File: src/rtl/pipc_pkg.sv
// pipc_pkg: shared constants and types for the point-in-polygon crossing block
// no dependencies; imported by every rtl module of the block

package pipc_pkg;

    // default coordinate width, signed two's complement
    localparam int COORD_W_DEF = 24;

    // vertex counter
    localparam int          COUNT_W   = 16;
    localparam logic [15:0] COUNT_MAX = 16'hFFFF;

    // configuration register indexes
    localparam logic REG_QUERY_X = 1'b0;
    localparam logic REG_QUERY_Y = 1'b1;

    // entries in the queue between front and back
    localparam int QUEUE_DEPTH = 2;

    // per-vertex control carried from front to back
    typedef struct packed {
        logic               first;   // first vertex of a polygon, parity restarts
        logic               last;    // closing vertex, a result goes out
        logic [COUNT_W-1:0] count;   // vertices seen including this one
    } t_ctl;

endpackage

File: src/rtl/pipc_queue.sv
// pipc_queue: small register fifo between the front and back parts
// depends on pipc_pkg for the default depth

module pipc_queue
    import pipc_pkg::*;
#(
    parameter int WIDTH = 8,
    parameter int DEPTH = QUEUE_DEPTH
) (
    input  logic             i_clk,
    input  logic             i_rst_n,
    input  logic             i_push,
    input  logic [WIDTH-1:0] i_data,
    input  logic             i_pop,
    output logic [WIDTH-1:0] o_data,
    output logic             o_full,
    output logic             o_empty
);

    localparam int PTR_W = (DEPTH > 1) ? $clog2(DEPTH) : 1;
    localparam int CNT_W = $clog2(DEPTH + 1);
    localparam logic [PTR_W-1:0] PTR_LAST = PTR_W'(DEPTH - 1);
    localparam logic [CNT_W-1:0] CNT_FULL = CNT_W'(DEPTH);

    logic [WIDTH-1:0] r_mem [DEPTH];
    logic [PTR_W-1:0] r_wr_ptr;
    logic [PTR_W-1:0] r_rd_ptr;
    logic [CNT_W-1:0] r_count;
    logic             do_push;
    logic             do_pop;

    assign o_full  = (r_count == CNT_FULL);
    assign o_empty = (r_count == '0);
    assign do_push = i_push && !o_full;
    assign do_pop  = i_pop && !o_empty;
    assign o_data  = r_mem[r_rd_ptr];

    // pointers and fill count
    always_ff @(posedge i_clk) begin
        if (!i_rst_n) begin
            r_wr_ptr <= '0;
            r_rd_ptr <= '0;
            r_count  <= '0;
        end else begin
            if (do_push) begin
                r_wr_ptr <= (r_wr_ptr == PTR_LAST) ? '0 : r_wr_ptr + 1'b1;
            end
            if (do_pop) begin
                r_rd_ptr <= (r_rd_ptr == PTR_LAST) ? '0 : r_rd_ptr + 1'b1;
            end
            if (do_push && !do_pop) begin
                r_count <= r_count + 1'b1;
            end else if (do_pop && !do_push) begin
                r_count <= r_count - 1'b1;
            end
        end
    end

    // storage
    always_ff @(posedge i_clk) begin
        if (do_push) begin
            r_mem[r_wr_ptr] <= i_data;
        end
    end

endmodule

File: config.mk
export PLATFORM = sky130hd
export DESIGN_NAME = pipc_queue
export DESIGN_NICKNAME = d
export VERILOG_FILES = /design/src/rtl/pipc_pkg.sv /design/src/rtl/pipc_queue.sv
export SDC_FILE = /design/constraint.sdc
export NUM_CORES = 1
export LEC_CHECK = 0
export BUFFER_PORTS_ARGS = -buffer_cell sky130_fd_sc_hd__buf_2
export CELL_PAD_IN_SITES_DETAIL_PLACEMENT = 0
export CELL_PAD_IN_SITES_GLOBAL_PLACEMENT = 1
export CORE_UTILIZATION = 40
export DETAILED_ROUTE_END_ITERATION = 7
export GPL_ROUTABILITY_DRIVEN = 0
export HOLD_SLACK_MARGIN = 0.15
export PLACE_DENSITY_LB_ADDON = 0.2
export SETUP_SLACK_MARGIN = 0.05
export SLEW_MARGIN = 20
export SYNTH_ARGS = -nofsm -noshare
export SYNTH_HDL_FRONTEND = slang
export SYNTH_SLANG_ARGS = --single-unit
File: constraint.sdc
create_clock -name i_clk -period 1.6 [get_ports i_clk]
set_clock_uncertainty 0.05 [all_clocks]
set_input_delay 0.24 -clock i_clk [delete_from_list [all_inputs] [get_ports i_clk]]
set_output_delay 0.24 -clock i_clk [all_outputs]
set_load 0.005 [all_outputs]
Word level (Yosys, flattened, before mapping)
Memories as Yosys holds them, arrays and structs flattened. A register that Yosys moved wholly into a read port is not among the register bits.
Cells that the tools add are included.
{"block": "totals", "inputBits": 12, "mem_bits_rw": 16, "word_cells": 27, "reg_bits": 4, "latch_bits": 0, "romBits": 0, "mem_count": 1, "output_inout_bits": 10}
{"block": "op_classes", "shift": 0, "div": 0, "n_lt_le_gt_ge": 0, "reduce_logical": 10, "mul": 0, "muxes": 8, "n_eq_ne": 1, "bitwise": 0, "add_sub_neg": 4}
{"memory": "r_mem", "words": 2, "word_bits": 8, "rd": 1, "rd_clocked_by_memory_dff": 1, "wr": 1, "line_no": "pipc_queue.sv:25", "source": "logic [WIDTH-1:0] r_mem [DEPTH];"}
{"cell": "1-bit two-way mux", "count": 6}
{"cell": "1-bit logical AND", "count": 4}
{"cell": "1-bit zero test", "count": 4}
{"cell": "2-bit two-way mux", "count": 2}
{"cell": "1-bit adder (second input constant)", "count": 2}
{"cell": "2-bit by 1-bit adder with 2-bit output (second input constant)", "count": 1}
{"cell": "2-bit == test (second input constant)", "count": 1}
{"cell": "2-bit zero test", "count": 1}
{"cell": "2-bit nonzero test", "count": 1}
{"cell": "2-bit by 1-bit subtractor with 2-bit output (second input constant)", "count": 1}

Depth between registers and ports, before layout
{"block": "logic_depth", "depth_word": 7, "depth_mapped": 7, "ltp_nobuf": 7}

Worst setup path before layout
OpenSTA, ideal clock, no wires.
{"block": "synth_timing", "kind": "flip-flop to flip-flop", "start": "register r_count[0]", "end": "register r_count[1]", "arrival_time_ps": 1384, "synth_period_minus_slack_ps": 1504, "path_stages_with_launch": 7, "n_path_buf": 0, "path_slack_ps": 96, "setup_time_ps": 70, "cell_sequence": "dfxtp_1 > nand2b_1 > inv_2 > nor2_1 > ha_1 > or3_1 > a21boi_1"}
{"block": "synth_via", "elab_chain_cells": 6, "elab_cells_between_ends": 15, "classes_between": "2 x add/sub; 1 x eq/ne; 2 x mux; 10 x reduce/logical"}
{"item": "from (decl)", "line_no": "pipc_queue.sv:28", "source": "logic [CNT_W-1:0] r_count;"}
{"item": "from (signal assigned)", "line_no": "pipc_queue.sv:52", "source": "r_count <= r_count + 1'b1;"}
{"item": "from (signal assigned)", "line_no": "pipc_queue.sv:54", "source": "r_count <= r_count - 1'b1;"}
{"item": "2-bit == test *", "line_no": "pipc_queue.sv:32", "source": "assign o_full = (r_count == CNT_FULL);"}
{"item": "net o_full", "line_no": "pipc_queue.sv:16", "source": "output logic o_full,"}
{"item": "1-bit zero test *", "line_no": "pipc_queue.sv:34", "source": "assign do_push = i_push && !o_full;"}
{"item": "1-bit logical AND *", "line_no": "pipc_queue.sv:34"}
{"item": "1-bit zero test", "line_no": "pipc_queue.sv:53", "source": "end else if (do_pop && !do_push) begin"}
{"item": "1-bit logical AND", "line_no": "pipc_queue.sv:53"}
{"item": "2-bit nonzero test (no source line)"}
The timed path passes the listed nets; every way through them passes the cells marked *. The select of a mux whose other input is x is not followed.
A chain may end at the register's enable or synchronous reset.

Worst setup path after layout
{"block": "layout_timing", "start": "register r_count[0]", "end": "register r_count[1]"}
{"block": "layout_via", "elab_chain_cells": 6, "elab_cells_between_ends": 15, "classes_between": "2 x add/sub; 1 x eq/ne; 2 x mux; 10 x reduce/logical"}
{"item": "2-bit == test or 2-bit zero test (tied branches)", "line_no": "pipc_queue.sv:32, pipc_queue.sv:33"}
{"item": "1-bit zero test, on equally long branches", "line_no": "pipc_queue.sv:34, pipc_queue.sv:35"}
{"item": "1-bit logical AND, on equally long branches", "line_no": "pipc_queue.sv:34, pipc_queue.sv:35"}
{"item": "1-bit zero test, on equally long branches", "line_no": "pipc_queue.sv:53, pipc_queue.sv:51"}
{"item": "1-bit logical AND, on equally long branches", "line_no": "pipc_queue.sv:53, pipc_queue.sv:51"}
{"item": "2-bit nonzero test (no source line) or 2-bit two-way mux (tied branches)"}
Parallel ways exist; a longest one is shown, timed or not. The select of a mux whose other input is x is not followed.

==> results.yml <==
worst_setup_path:
  end_kind: "register"
  cp.required_ps: 1780
  reg2reg_to: "r_count[1]"
  r2r_slack_ps: 90
  crit_type: "reg2reg"
  worstRegToRegCells: 6
  critPathMaxFanout: 3
  startpoint_type: "register"
  worstPathArrival_ps: 1700
  r2r_start: "r_count[0]"
pwr:
  pwr-share-seq: 0.517
  clkPwrFrac: 0.164
  totalPowerFinal_w: 0.00151
  p_leak_nw: 0.435
  power.switching_w: 0.000425
  pwr-share-comb: 0.319
  p_per_area_nw_per_um2: 1380
  peakVddDrop_v: 0.000975
  p_int_w: 0.00108
  swShare: 0.282
global_route:
  overflow: 0
  grt_max_degree: 13
  grt_pass1_wl_um: 1900
  grt_pass1_vias: 464
  antenna_found_initial: 0
  grt_use_total: 0.128
synth:
  synth_area_um2: 810
  ys_warn_count: 0
  synthDistinctLibCells: 20
  ys_ff_latch: 21
  avgSynthCellArea_um2: 16.2
  synth-seq-area-share: 0.717
  synthCells: 50
  synth_nets: 63
detailed_routing:
  drt_wl_total_um: 1290
  drc: 0
  vias: 498
  wl_per_cell_um: 11.8
  drtAntennaViolNets: 0
  drtIter0Drc: 3
  firstDrtPassIters: 3
  viasPerCell: 4.53
timing:
  tns_ps: 0
  worst-slew-pin-transition_ps: 368
  slew_viol_final: 0
  holdWs_ps: 242
  max-slew-margin-rel: 0.755
  setup_viol: 0
  fin_crit_ps: 1510
  rsz0062_at_grt: "true"
  final.period_utilization: 0.946
  fmax_mhz: 661
  hold_viol_final: 0
floorplanning:
  rows: 15
  fp.dieH_um: 47.0
  start_util: 0.449
  io_pins: 22
  dieArea_um2: 2210
  die_w_um: 47.0
  coreArea_um2: 1800
hold_path:
  hold_start: "i_push"
  min_path_type: "in2reg"
  min_to: "r_wr_ptr"
  hold_depth: 3
final_layout:
  stdcell_area_um2: 1090
  final_common_cell: "buf_2"
  drive_gt1_frac: 0.494
  area_growth_pct: 34.8
  multi_input_area_um2: 228
  seq_area_um2: 587
  layout.nets: 99
  diodes: 0
  nFillCells: 162
  most-common-layout-cells: "buf_2, edfxtp_1, dlygate4sd3_1"
clock_network:
  insertion_delay_ps: 300
  clock_sinks: 21
  cts-buffers-inserted: 3
  cts.path.max_buffers: 2
  cts_tree: "done"
  postCtsSetupBuffers: 0
  htreeDepth: 1
  clk_pin_slew_ps: 110
  cts_root_buf: "clkbuf_4"
placed_design:
  placed_cell_area_um2: 956
  portBuffers: 21
job:
  cap_violations: 0
run_status:
  outcome: "complete, no violations"
==> synthesized netlist by cell type <==
| cell | n | area share |
|---|---|---|
| a21boi_0 | 1 | 0.0093 |
| mux2_2 | 8 | 0.11 |
| o21ai_1 | 1 | 0.0062 |
| dfxtp_1 | 5 | 0.12 |
| or3_1 | 1 | 0.0077 |
| xnor2_1 | 2 | 0.022 |
| and3_1 | 1 | 0.0077 |
| edfxtp_1 | 16 | 0.59 |
| nand2b_1 | 1 | 0.0077 |
| a21boi_1 | 1 | 0.0093 |
| inv_2 | 1 | 0.0046 |
| o21a_1 | 1 | 0.0093 |
| inv_1 | 1 | 0.0046 |
| nor2_1 | 2 | 0.0093 |
| and2_1 | 3 | 0.023 |
| nor3_2 | 1 | 0.012 |
| ha_1 | 1 | 0.015 |
| xor2_1 | 1 | 0.011 |
| buf_2 | 1 | 0.0062 |
| o21ai_0 | 1 | 0.0062 |
==> kinds of logic after synthesis <==
| family | Yosys count | share of synthesized area |
|---|---|---|
| compound gates | 5 | 0.0402 |
| flops | 21 | 0.717 |
| xor+xnor | 3 | 0.0325 |
| simple gates | 9 | 0.0680 |
| fa+ha+maj | 1 | 0.0155 |
| buf+inv | 3 | 0.0154 |
| mux | 8 | 0.111 |
==> layer usage <==
layer	track usage	vias to the layer above	share of wire
met4	0.0514	0	0
li1	-	257	-
met5	0	-	0
met3	0.0346	0	0.052
met1	0.145	228	0.46
met2	0.228	13	0.49
==> registers in the layout, indices dropped and copies added (netlist names), named ones only <==
name,cells
r_rd_ptr,1
r_count,2
r_mem,16
r_wr_ptr,1
==> power groups by stage <==
stage	Clock [W]	Sequential [W]	Combinational, W
global placement	0	0.000769	0.000450
global route	0.000275	0.000795	0.000533
finish	0.000247	0.000779	0.000481
detailed placement	0	0.000771	0.000451
floorplan	0	0.000744	0.000307
CTS	0.000255	0.000761	0.000472
==> through the flow <==
stage	utilization	std cells	setup slack (ps)
CTS	0.597	110	50.6
finish	0.606	110	86.7
detailed placement	0.531	97	83.7
floorplan	-	50	96.0
global placement	0.531	97	123
global route	0.606	110	5.77
==> layout make-up <==
cell class / instances / area share
tap: 25 / 0.0287
multi-input combinational: 26 / 0.209
clock inverter: 1 / 0.00459
sequential: 21 / 0.538
timing repair buffer: 32 / 0.193
clock buffer: 3 / 0.0206
inverter: 2 / 0.00688
==> critical path, stage by stage, from the launching register on <==
cell and delay (ps):
dfxtp_2 350, nand2b_4 140, inv_2 70, nor2_1 50, ha_1 310, or3_1 350, a21boi_1 130
==> worst max path at each step <==
stage | start | endpoint | slack [ps] | cells after the start
2_1_floorplan | r_count[0] | r_count[1] | 100 | 6
3_3_place_gp | r_count[0] | r_count[1] | 120 | 6
3_5_place_dp | r_count[1] | r_count[1] | 80 | 6
4_1_cts | r_count[0] | r_count[1] | 50 | 6
5_1_grt | r_count[0] | r_count[1] | 6 | 6
6_report | r_count[0] | r_count[1] | 90 | 6
==> timing repair <==
action / 4_1_cts / 5_1_grt
gates cloned: 0 / 0
gates resized for setup: 1 / 5
endpoints found under the setup margin: 8 / 9
pin swaps: 0 / 0
endpoints found under the hold margin: 17 / 0
hold buffers: 9 / 0
No activity file was read; power rests on OpenSTA's default activity.
