File: src/rtl/pipc_pkg.sv
// pipc_pkg: shared constants and types for the point-in-polygon crossing block
// no dependencies; imported by every rtl module of the block

package pipc_pkg;

    // default coordinate width, signed two's complement
    localparam int COORD_W_DEF = 24;

    // vertex counter
    localparam int          COUNT_W   = 16;
    localparam logic [15:0] COUNT_MAX = 16'hFFFF;

    // configuration register indexes
    localparam logic REG_QUERY_X = 1'b0;
    localparam logic REG_QUERY_Y = 1'b1;

    // entries in the queue between front and back
    localparam int QUEUE_DEPTH = 2;

    // per-vertex control carried from front to back
    typedef struct packed {
        logic               first;   // first vertex of a polygon, parity restarts
        logic               last;    // closing vertex, a result goes out
        logic [COUNT_W-1:0] count;   // vertices seen including this one
    } t_ctl;

endpackage

File: src/rtl/pipc_front.sv
// pipc_front: query registers, polygon vertex tracking and edge classification
// depends on pipc_pkg; feeds edge operand records into pipc_queue

module pipc_front
    import pipc_pkg::*;
#(
    parameter int COORD_W = COORD_W_DEF,
    parameter int EDGE_W  = 4 * (COORD_W + 1) + 1
) (
    input  logic               i_clk,
    input  logic               i_rst_n,
    // configuration writes
    input  logic               i_cfg_we,
    input  logic               i_cfg_idx,
    input  logic [COORD_W-1:0] i_cfg_data,
    // vertex transaction
    input  logic               i_in_valid,
    output logic               o_in_ready,
    input  logic [COORD_W-1:0] i_vertex_x,
    input  logic [COORD_W-1:0] i_vertex_y,
    input  logic               i_last_vertex,
    // queue side
    input  logic               i_q_full,
    output logic               o_push,
    output t_ctl               o_ctl,
    output logic [EDGE_W-1:0]  o_main,
    output logic [EDGE_W-1:0]  o_close
);

    logic signed [COORD_W-1:0] r_query_x;
    logic signed [COORD_W-1:0] r_query_y;
    logic signed [COORD_W-1:0] r_first_x;
    logic signed [COORD_W-1:0] r_first_y;
    logic signed [COORD_W-1:0] r_prev_x;
    logic signed [COORD_W-1:0] r_prev_y;
    logic [COUNT_W-1:0]        r_seen;
    logic [COUNT_W-1:0]        n_seen;

    logic                      seen_zero;
    logic                      accept;
    logic [COUNT_W-1:0]        count_inc;
    logic signed [COORD_W-1:0] vx;
    logic signed [COORD_W-1:0] vy;
    logic signed [COORD_W-1:0] fx;
    logic signed [COORD_W-1:0] fy;

    // edge operands: a = start point, b = end point
    logic signed [COORD_W:0] m_dx, m_d, m_ex, m_ey;
    logic signed [COORD_W:0] c_dx, c_d, c_ex, c_ey;
    logic                    m_straddle;
    logic                    c_straddle;

    assign vx        = $signed(i_vertex_x);
    assign vy        = $signed(i_vertex_y);
    assign seen_zero = (r_seen == '0);
    assign accept    = i_in_valid && o_in_ready;
    assign o_in_ready = !i_q_full;
    assign o_push    = accept;

    // first vertex of a new polygon closes onto itself
    assign fx = seen_zero ? vx : r_first_x;
    assign fy = seen_zero ? vy : r_first_y;

    assign count_inc = (r_seen == COUNT_MAX) ? COUNT_MAX : r_seen + 1'b1;
    assign n_seen    = i_last_vertex ? '0 : count_inc;

    // main edge runs from the new vertex to the previous one
    always_comb begin
        m_dx = {r_query_x[COORD_W-1], r_query_x} - {vx[COORD_W-1], vx};
        m_d  = {r_prev_y[COORD_W-1], r_prev_y} - {vy[COORD_W-1], vy};
        m_ex = {r_prev_x[COORD_W-1], r_prev_x} - {vx[COORD_W-1], vx};
        m_ey = {r_query_y[COORD_W-1], r_query_y} - {vy[COORD_W-1], vy};
        m_straddle = !seen_zero && ((vy > r_query_y) != (r_prev_y > r_query_y));
    end

    // closing edge runs from the first vertex to the new one
    always_comb begin
        c_dx = {r_query_x[COORD_W-1], r_query_x} - {fx[COORD_W-1], fx};
        c_d  = {vy[COORD_W-1], vy} - {fy[COORD_W-1], fy};
        c_ex = {vx[COORD_W-1], vx} - {fx[COORD_W-1], fx};
        c_ey = {r_query_y[COORD_W-1], r_query_y} - {fy[COORD_W-1], fy};
        c_straddle = i_last_vertex && ((fy > r_query_y) != (vy > r_query_y));
    end

    // queue record
    always_comb begin
        o_ctl.first = seen_zero;
        o_ctl.last  = i_last_vertex;
        o_ctl.count = count_inc;
        o_main      = {m_straddle, m_dx, m_d, m_ex, m_ey};
        o_close     = {c_straddle, c_dx, c_d, c_ex, c_ey};
    end

    // query point registers
    always_ff @(posedge i_clk) begin
        if (!i_rst_n) begin
            r_query_x <= '0;
            r_query_y <= '0;
        end else if (i_cfg_we) begin
            unique case (i_cfg_idx)
                REG_QUERY_X: r_query_x <= $signed(i_cfg_data);
                REG_QUERY_Y: r_query_y <= $signed(i_cfg_data);
                default: ;
            endcase
        end
    end

    // vertex counter
    always_ff @(posedge i_clk) begin
        if (!i_rst_n) begin
            r_seen <= '0;
        end else if (accept) begin
            r_seen <= n_seen;
        end
    end

    // first and previous vertex
    always_ff @(posedge i_clk) begin
        if (accept) begin
            r_prev_x <= vx;
            r_prev_y <= vy;
            if (seen_zero) begin
                r_first_x <= vx;
                r_first_y <= vy;
            end
        end
    end

endmodule

File: config.mk
export PLATFORM = sky130hd
export DESIGN_NAME = pipc_front
export DESIGN_NICKNAME = d
export VERILOG_FILES = /design/src/rtl/pipc_pkg.sv /design/src/rtl/pipc_front.sv
export SDC_FILE = /design/constraint.sdc
export NUM_CORES = 1
export LEC_CHECK = 0
export BUFFER_PORTS_ARGS = -buffer_cell sky130_fd_sc_hd__buf_2
export CORE_MARGIN = 5
export CORE_UTILIZATION = 40
export DETAILED_ROUTE_END_ITERATION = 10
export HOLD_SLACK_MARGIN = 0.12
export SLEW_MARGIN = 15
export SYNTH_ARGS = -nofsm -noshare
export SYNTH_HDL_FRONTEND = slang
export SYNTH_SLANG_ARGS = --single-unit
File: constraint.sdc
create_clock -name i_clk -period 14.7 [get_ports i_clk]
set_input_delay 2.205 -clock i_clk [delete_from_list [all_inputs] [get_ports i_clk]]
set_output_delay 2.205 -clock i_clk [all_outputs]
set_load 0.03 [all_outputs]
==> After elaboration in Yosys (flattened, before gate mapping) <==
Cells that the tools add are included.
W data, S select, Z words.
{ "classes": {"eq_ne": 3, "n_bitwise": 1, "add_sub_neg": 9, "n_reduce_logical": 8, "n_mux": 4, "n_lt_le_gt_ge": 3} }
{ "ops": {"columns": ["operator", "n"], "rows": [
  ["$sub A24 B24 Y25", 8],
  ["$gt A24 B24 Y1", 3],
  ["$mux W24", 2],
  ["$mux W16", 2],
  ["$add A16 B1 Y16 const B", 1],
  ["$eq A16 B16 Y1 const B", 1],
  ["$logic_not A16 Y1", 1],
  ["$reduce_and A2 Y1", 2],
  ["$logic_and A1 B1 Y1", 3],
  ["$logic_not A1 Y1", 2],
  ["$ne A1 B1 Y1", 2],
  ["$not A1 Y1", 1]
]} }
{ "word_totals": {"input_bits": 79, "out_inout_bits": 222, "register_bits": 160} }

==> Depth between registers and ports, before layout <==
Gate-level depths: netlist (run 1).
{ "depth": {"ltp_word": 5, "mapped_depth": 24, "depth_no_buf": 20} }

==> Worst setup path before layout (run 1) <==
No wires, ideal clock.
{ "synth_timing": {"path_type": "input to output", "from": "input i_vertex_x[0]", "to": "output o_close[97]", "path_stages": 16, "required_time_ps": 12495, "arrival_time_ps": 5765, "slack_ps": 6730, "cell_sequence": "inv_1 -> o21ai_0 -> ha_1 -> fa_1 -> nor2b_1 -> o21ai_0 -> a21boi_1 -> o21ai_0 -> a21boi_0 -> o21ai_1 -> a41oi_1 -> o311a_1 -> a31o_2 -> o41ai_1 -> o21ai_0 -> a211oi_1"} }
{ "synth_via": {"elab_chain_cells": 2} }
{ "synth_lines": {"columns": ["element", "line", "rtl"], "rows": [
  ["from (decl)", "pipc_front.sv:19", "input logic [COORD_W-1:0] i_vertex_x,"],
  ["$mux W24", null, null],
  ["named net fx[0]", "pipc_front.sv:44", "logic signed [COORD_W-1:0] fx;"],
  ["$sub A24 B24 Y25", "pipc_front.sv:78", "c_dx = {r_query_x[COORD_W-1], r_query_x} - {fx[COORD_W-1], fx};"],
  ["to (decl)", "pipc_front.sv:27", "output logic [EDGE_W-1:0] o_close"]
]} }
The timed path passes the listed nets, and every way through them passes these cells.

==> Worst setup path after layout (run 1) <==
Ends and elaborated chain as after synthesis.

==> results of run 1 <==
-- per-layer routing --
layer  track usage  part of all wire  up-vias
li1              -                 -     7705
met3        0.0447             0.059       66
met2         0.355              0.46      387
met5             0           0.00073        -
met1         0.284              0.45     6885
met4        0.0668             0.025        6
-- area by class of cell --
cell class / instances / area (µm²) / share of cell area
clock inverters: 9 / 66.3 / 0.00353
inverters: 203 / 769 / 0.0410
well taps: 525 / 657 / 0.0350
flip-flops and latches: 160 / 4160 / 0.222
repair buffers: 303 / 1520 / 0.0812
multi-input cells: 1620 / 11000 / 0.589
clock buffers: 23 / 533 / 0.0284
diodes: 1 / 2.50 / 0.000133
-- state kept, by name, indices dropped and copies added (netlist names) --
signal / cells
r_query_x: 24
r_first_y: 24
r_prev_x: 24
r_first_x: 24
r_seen: 16
r_query_y: 24
r_prev_y: 24
-- how the worst min path moves through the flow --
stage / start / end / slack [ns] / cells after the start
2_1_floorplan: r_query_x[0] / r_query_x[0] / 0.44 / 2
3_3_place_gp: r_query_x[0] / r_query_x[0] / 0.46 / 2
3_5_place_dp: r_query_x[0] / r_query_x[0] / 0.47 / 2
4_1_cts: r_query_x[0] / r_query_x[0] / 0.48 / 2
5_1_grt: r_query_x[0] / r_query_x[0] / 0.51 / 2
6_report: r_query_x[0] / r_query_x[0] / 0.48 / 2
-- cell families after synthesis --
group,synth area share
compound gates,0.230
fa+ha+maj,0.173
simple gates,0.187
flops,0.257
mux,0.00534
xor+xnor,0.0866
buf+inv,0.0602
-- power groups by stage --
| stage | sequential [mW] | combinational (mW) | clock, mW |
|---|---|---|---|
| floorplan | 0.522 | 0.656 | 0 |
| global placement | 0.528 | 0.900 | 0 |
| detailed placement | 0.528 | 0.907 | 0 |
| CTS | 0.518 | 0.912 | 0.480 |
| global route | 0.520 | 0.984 | 0.495 |
| finish | 0.518 | 0.906 | 0.462 |
-- placed cells by master (no fill, tap or decap), types with 8 or more instances in the layout --
cell type  instances
nor3_1            31
o21bai_1          14
nand2_1          223
xor2_1            42
nand3_1           33
maj3_1            10
a21oi_1          163
inv_1            202
nand2b_1          32
nand4_1           13
nor2_1           207
or2_2              9
nor2b_1           39
a22oi_1            8
dfxtp_1           64
ha_1             203
o21a_1            24
and3_1            21
and2_1            14
clkbuf_16         21
a21o_1            61
edfxtp_1          96
a21boi_0          71
xnor2_1          118
o31ai_1            8
a31oi_1           31
o211ai_1           9
o21ai_0          108
buf_2            300
-- through the flow --
step	area [µm²]	setup WS [ns]	hold WS (ns)	std cells
floorplan	16200	6.73	0.443	2031
global placement	18200	6.25	0.463	2811
CTS	18800	6.10	0.484	2843
finish	18800	6.01	0.479	2844
global route	18800	5.64	0.514	2843
detailed placement	18200	6.08	0.474	2811
-- worst max-delay path: cells and delay by family --
| family | cells | cell delay (ns) |
|---|---|---|
| AOI/OAI and AO/OA | 12 | 3.31 |
| adders and majority gates | 2 | 0.49 |
| buffers and inverters | 3 | 0.41 |
| and+or+nand+nor | 1 | 0.05 |
==> flow_summary.toml, run 1 <==
[cts]
ctsHoldBuffers = 0
post_cts_buffers = 0
cts_buffer_depth = 2
cts-root-buf = "clkbuf_16"
path_clk_slew_ns = 0.07
clk_latency_ns = 0.44
cts_tree = "done"
htreeDepth = 4
cts_buffers = 17
clkSinkCount = 160
cts_resized = 0

[detailed_routing]
drt_iter0_drc = 873
drc = 0
wire_per_inst_um = 17.4
routed_wl_um = 49500
drtPass1Iterations = 5
num_vias = 15000
antenna_left = 0
viasPerCell = 5.29

[cells_and_area]
area_growth_pct = 15.9
final_core_util = 0.470
num-nets-final = 2593
n_fill_cell = 4036
drive_gt1_frac = 0.160

[sta]
slew-limit-headroom = 0.337
setup_tns_ns = 0
fmax_ghz = 0.115
finalCritPeriodShare = 0.591
skew_ns = 0.00951
final-hold-violation-count = 0
min_period_ns = 8.69
grt_setup_unrepaired = "false"
finalMaxSlewViolations = 0
worst_pin_slew_ns = 0.994
setup_violations = 0

[logic_synthesis]
synth_area_per_cell_um2 = 7.97
yosys_warnings = 0
yosys-top-cells-count = "nand2_1, nor2_1, ha_1"
synthesis.area_mm2 = 0.0162
synth_most_common_cell = "nand2_1"
synth_top_area_cell = "edfxtp_1"
synthArstFlopShare = 0
synth_seq_cells = 160
syn_inst = 2031
synthFlopType = "edfxtp_1"
synthTopCellsByArea = "edfxtp_1, ha_1, dfxtp_1, xnor2_1, nand2_1"
synth_edf_count = 96
synth_nets = 2319
synth_top_area_frac = 0.178
ys_types = 82
ys_seq_area_frac = 0.257

[run_status]
status = "finished, final reports clean"

[global_route]
gr-usage-all-layers = 0.215
grt_max_degree = 65
grt_overflow = 0
antenna_found_initial = 3
grt_pass1_vias = 14700
grt_pass1_wl_um = 78000

[setup_path]
r2r-start = "r_seen[0]"
start_kind = "input pin"
worst_path_most_repeated_cell = "o21ai_0"
worstSetupPathType = "input pin to output port"
worst_ep_required_time_ns = 12.49
cp-endpoint = "o_close[97]"
cpMaxStageDelayCell = "o41ai_1"
crit_start = "i_vertex_x[0]"
cp-end-kind = "output port"
cp.arrival_ns = 6.48
path_max_fanout = 4
rr_worst_depth = 8
worstPathCellList = "buf_2 -> inv_1 -> o21ai_0 -> ha_1 -> fa_1 -> nor2b_1 -> o21ai_0 -> a21boi_1 -> o21ai_0 -> a21boi_0 -> o21ai_1 -> a41oi_1 -> o311a_1 -> a31o_2 -> o41ai_1 -> o21ai_0 -> a211oi_1 -> buf_2"
r2r_setup_slack_ns = 11.79
slowest_delay_ns = 0.57
rr_endpoint = "r_first_y[15]"

[die]
die_height_um = 211
core_area_mm2 = 0.0399
die_w_um = 211
rows = 73
die_area_mm2 = 0.0446
ioPinCount = 301
initial_core_util = 0.405

[placement]
hpwl_um = 40600
place.gp.congestion = 0.916
portBuffers = 300

[power]
switching_share = 0.440
peakVddDrop_uv = 71.4
clockPowerShare = 0.245
power_density_mw_per_mm2 = 101
power_mw = 1.89
combPwrFrac = 0.481
power.switching_mw = 0.829
leakage_nw = 8.85
p_seq_frac = 0.274
intPower_mw = 1.06

[hold_path]
hp-class = "register to register"

[job]
cap_violations = 0
Power figures use the tool's default switching activity.
==> inputs of run 2 (changes only) <==
- ABC_AREA: default -> 1
- clock period: 14.7 -> 7.5 ns (I/O delays scaled with it)
==> run 2 against run 1 <==
- via count up 12%
- non-clock buffer count rose by 2
- clock power is 100% higher
- critical path depth decreased by 1
- hold slack improved by 0.028 ns
- die area increased by 3.1%
- flip-flop and latch count did not move
- cell count grew 11%
- largest cell class unchanged
- highest routed layer unchanged
==> flow_summary.toml, run 2 <==
[sta]
worst_pin_slew_ns = 0.941
setup_violations = 0
slew-limit-headroom = 0.372
finalMaxSlewViolations = 0
setup_tns_ns = 0
finalCritPeriodShare = 0.824
grt_setup_unrepaired = "false"
final-hold-violation-count = 0
fmax_ghz = 0.162
worst_slack_ns = 1.32
min_period_ns = 6.18
skew_ns = 0.0120

[die]
die_area_mm2 = 0.0460
die_w_um = 214
core_area_mm2 = 0.0411
initial_core_util = 0.407
rows = 74
die_height_um = 214
ioPinCount = 301

[setup_path]
worstPathCellList = "inv_1 -> ha_1 -> nand2_1 -> nor2_1 -> nand2_2 -> inv_2 -> a21oi_1 -> ha_1 -> fa_1 -> o21ai_0 -> a21boi_0 -> o21ai_0 -> a21oi_1 -> o21ai_0 -> a31oi_1 -> xor2_1 -> buf_2"
worstSetupPathType = "register to output port"
start_kind = "register"
crit_family = "compound AO/OA/AOI/OAI gates"
r2r-start = "r_seen[0]"
r2r_setup_slack_ns = 5.02
worst_ep_required_time_ns = 6.38
rr_worst_depth = 8
cpMaxStageDelayCell = "o21ai_0"
rr_endpoint = "r_first_y[16]"
worst_path_most_repeated_cell = "o21ai_0"
slowest_delay_ns = 0.50
cp.arrival_ns = 5.05
path_max_fanout = 16
cp-end-kind = "output port"
path_buf_inv = 3

[cells_and_area]
area_growth_pct = 15.8
drive_gt1_frac = 0.163
layout_common_cells = "nand2_1, inv_1, buf_2, a21oi_1, ha_1"
final_common_cell = "nand2_1"
finalInstanceArea_mm2 = 0.0194
num-nets-final = 2912
final_core_util = 0.471

[logic_synthesis]
synth_top_family_by_area = "simple AND/OR/NAND/NOR gates"
synth_top_area_cell = "edfxtp_1"
synthArstFlopShare = 0
synthTopCellsByArea = "edfxtp_1, ha_1, nand2_1, a21oi_1, dfxtp_1"
synthesis.area_mm2 = 0.0167
synthFlopType = "edfxtp_1"
yosys_warnings = 0
ys_seq_area_frac = 0.249
synth_compound_area_frac = 0.190
synth_top_area_frac = 0.173
yosys-mux-area-fraction = 0
synthAdderAreaFrac = 0.159
synth_edf_count = 96
synth_most_common_cell = "nand2_1"
synth_seq_cells = 160
synth_xor_area_frac = 0.0912
synth_nets = 2624
synth_area_per_cell_um2 = 7.15
yosys-top-cells-count = "nand2_1, inv_1, a21oi_1"
synthSimpleGateAreaFrac = 0.228
syn_inst = 2336
ys_types = 50

[hold_path]
hp-class = "register to register"
whs_path_depth = 2
holdPathEnd = "r_seen[1]"
hold_start = "r_seen[1]"

[placement]
portBuffers = 300
hpwl_um = 51800
place.gp.congestion = 0.944
dp_slack_ns = 1.63
placed_cell_area_mm2 = 0.0187

[global_route]
grt_pass1_wl_um = 93400
grt_pass1_vias = 17000
gr-usage-all-layers = 0.256
grt_overflow = 0
antenna_found_initial = 2
grt_max_degree = 62

[cts]
cts_tree = "done"
cts_buffer_depth = 2
clkSinkCount = 160
post_cts_buffers = 0
clk_latency_ns = 0.46
cts_resized = 0
cts_buffers = 17
htreeDepth = 4
cts-root-buf = "clkbuf_16"
path_clk_slew_ns = 0.06
ctsHoldBuffers = 0

[power]
leakage_nw = 9.64
power_density_mw_per_mm2 = 211
power_mw = 4.09
peakVddDrop_uv = 204

[run_status]
status = "finished, final reports clean"

[detailed_routing]
drtPass1Iterations = 5
wire_per_inst_um = 19.3
routed_wl_um = 61200
drc = 0
antenna_left = 0
viasPerCell = 5.33
drt_iter0_drc = 1139
num_vias = 16900

[job]
cap_violations = 0
[run 2: routing by layer]
metal	GRT usage	routed length, µm
met4	0.0827	1740
met3	0.0400	3070
met5	0	26
met1	0.333	27400
met2	0.438	28900
[run 2: power by group]
part	internal [mW]	leakage, nW	switching (mW)
clock	0.555	0.311	0.382
combinational	0.609	7.90	1.52
sequential	0.988	1.43	0.0375
[run 2: cell families after synthesis]
| group | count (synthesis) |
|---|---|
| adder cells (fa/ha/maj) | 209 |
| buffers and inverters | 352 |
| AND/OR/NAND/NOR | 867 |
| AO/OA/AOI/OAI | 574 |
| XOR/XNOR | 174 |
| flip-flops | 160 |
[run 2: tightest hold or removal path, cell delays in order (launching register included)]
cell	delay [ns]
dfxtp_1	0.33
nand2_1	0.07
a21oi_1	0.06
[run 2: worst max-delay path by stage]
| stage | from | to | slack [ns] | depth (start not counted) |
|---|---|---|---|---|
| final | r_seen[0] | o_close[97] | 1.32 | 17 |
| after global routing | r_seen[0] | o_close[97] | 0.98 | 17 |
| after CTS | r_seen[0] | o_close[97] | 1.29 | 17 |
| after detailed placement | i_vertex_x[1] | o_close[96] | 1.63 | 16 |
| after global placement | i_vertex_x[1] | o_close[96] | 1.73 | 16 |
| after floorplan | i_q_full | o_push | 2.54 | 4 |
[run 2: layout make-up]
class	count	area [µm²]
fillers	4275	21800
multi-input cells	1824	11200
flip-flops and latches	160	4160
repair buffers	305	1540
inverters	316	1190
well taps	532	666
clock buffers	26	564
clock inverters	6	63.8
diodes	2	5.00
[run 2: per-stage QoR]
step           hold slack (ns)  std cells
6_report                 0.507       3171
5_1_grt                  0.527       3169
4_1_cts                  0.506       3169
3_5_place_dp             0.497       3137
3_3_place_gp             0.490       3137
2_1_floorplan            0.458       2336
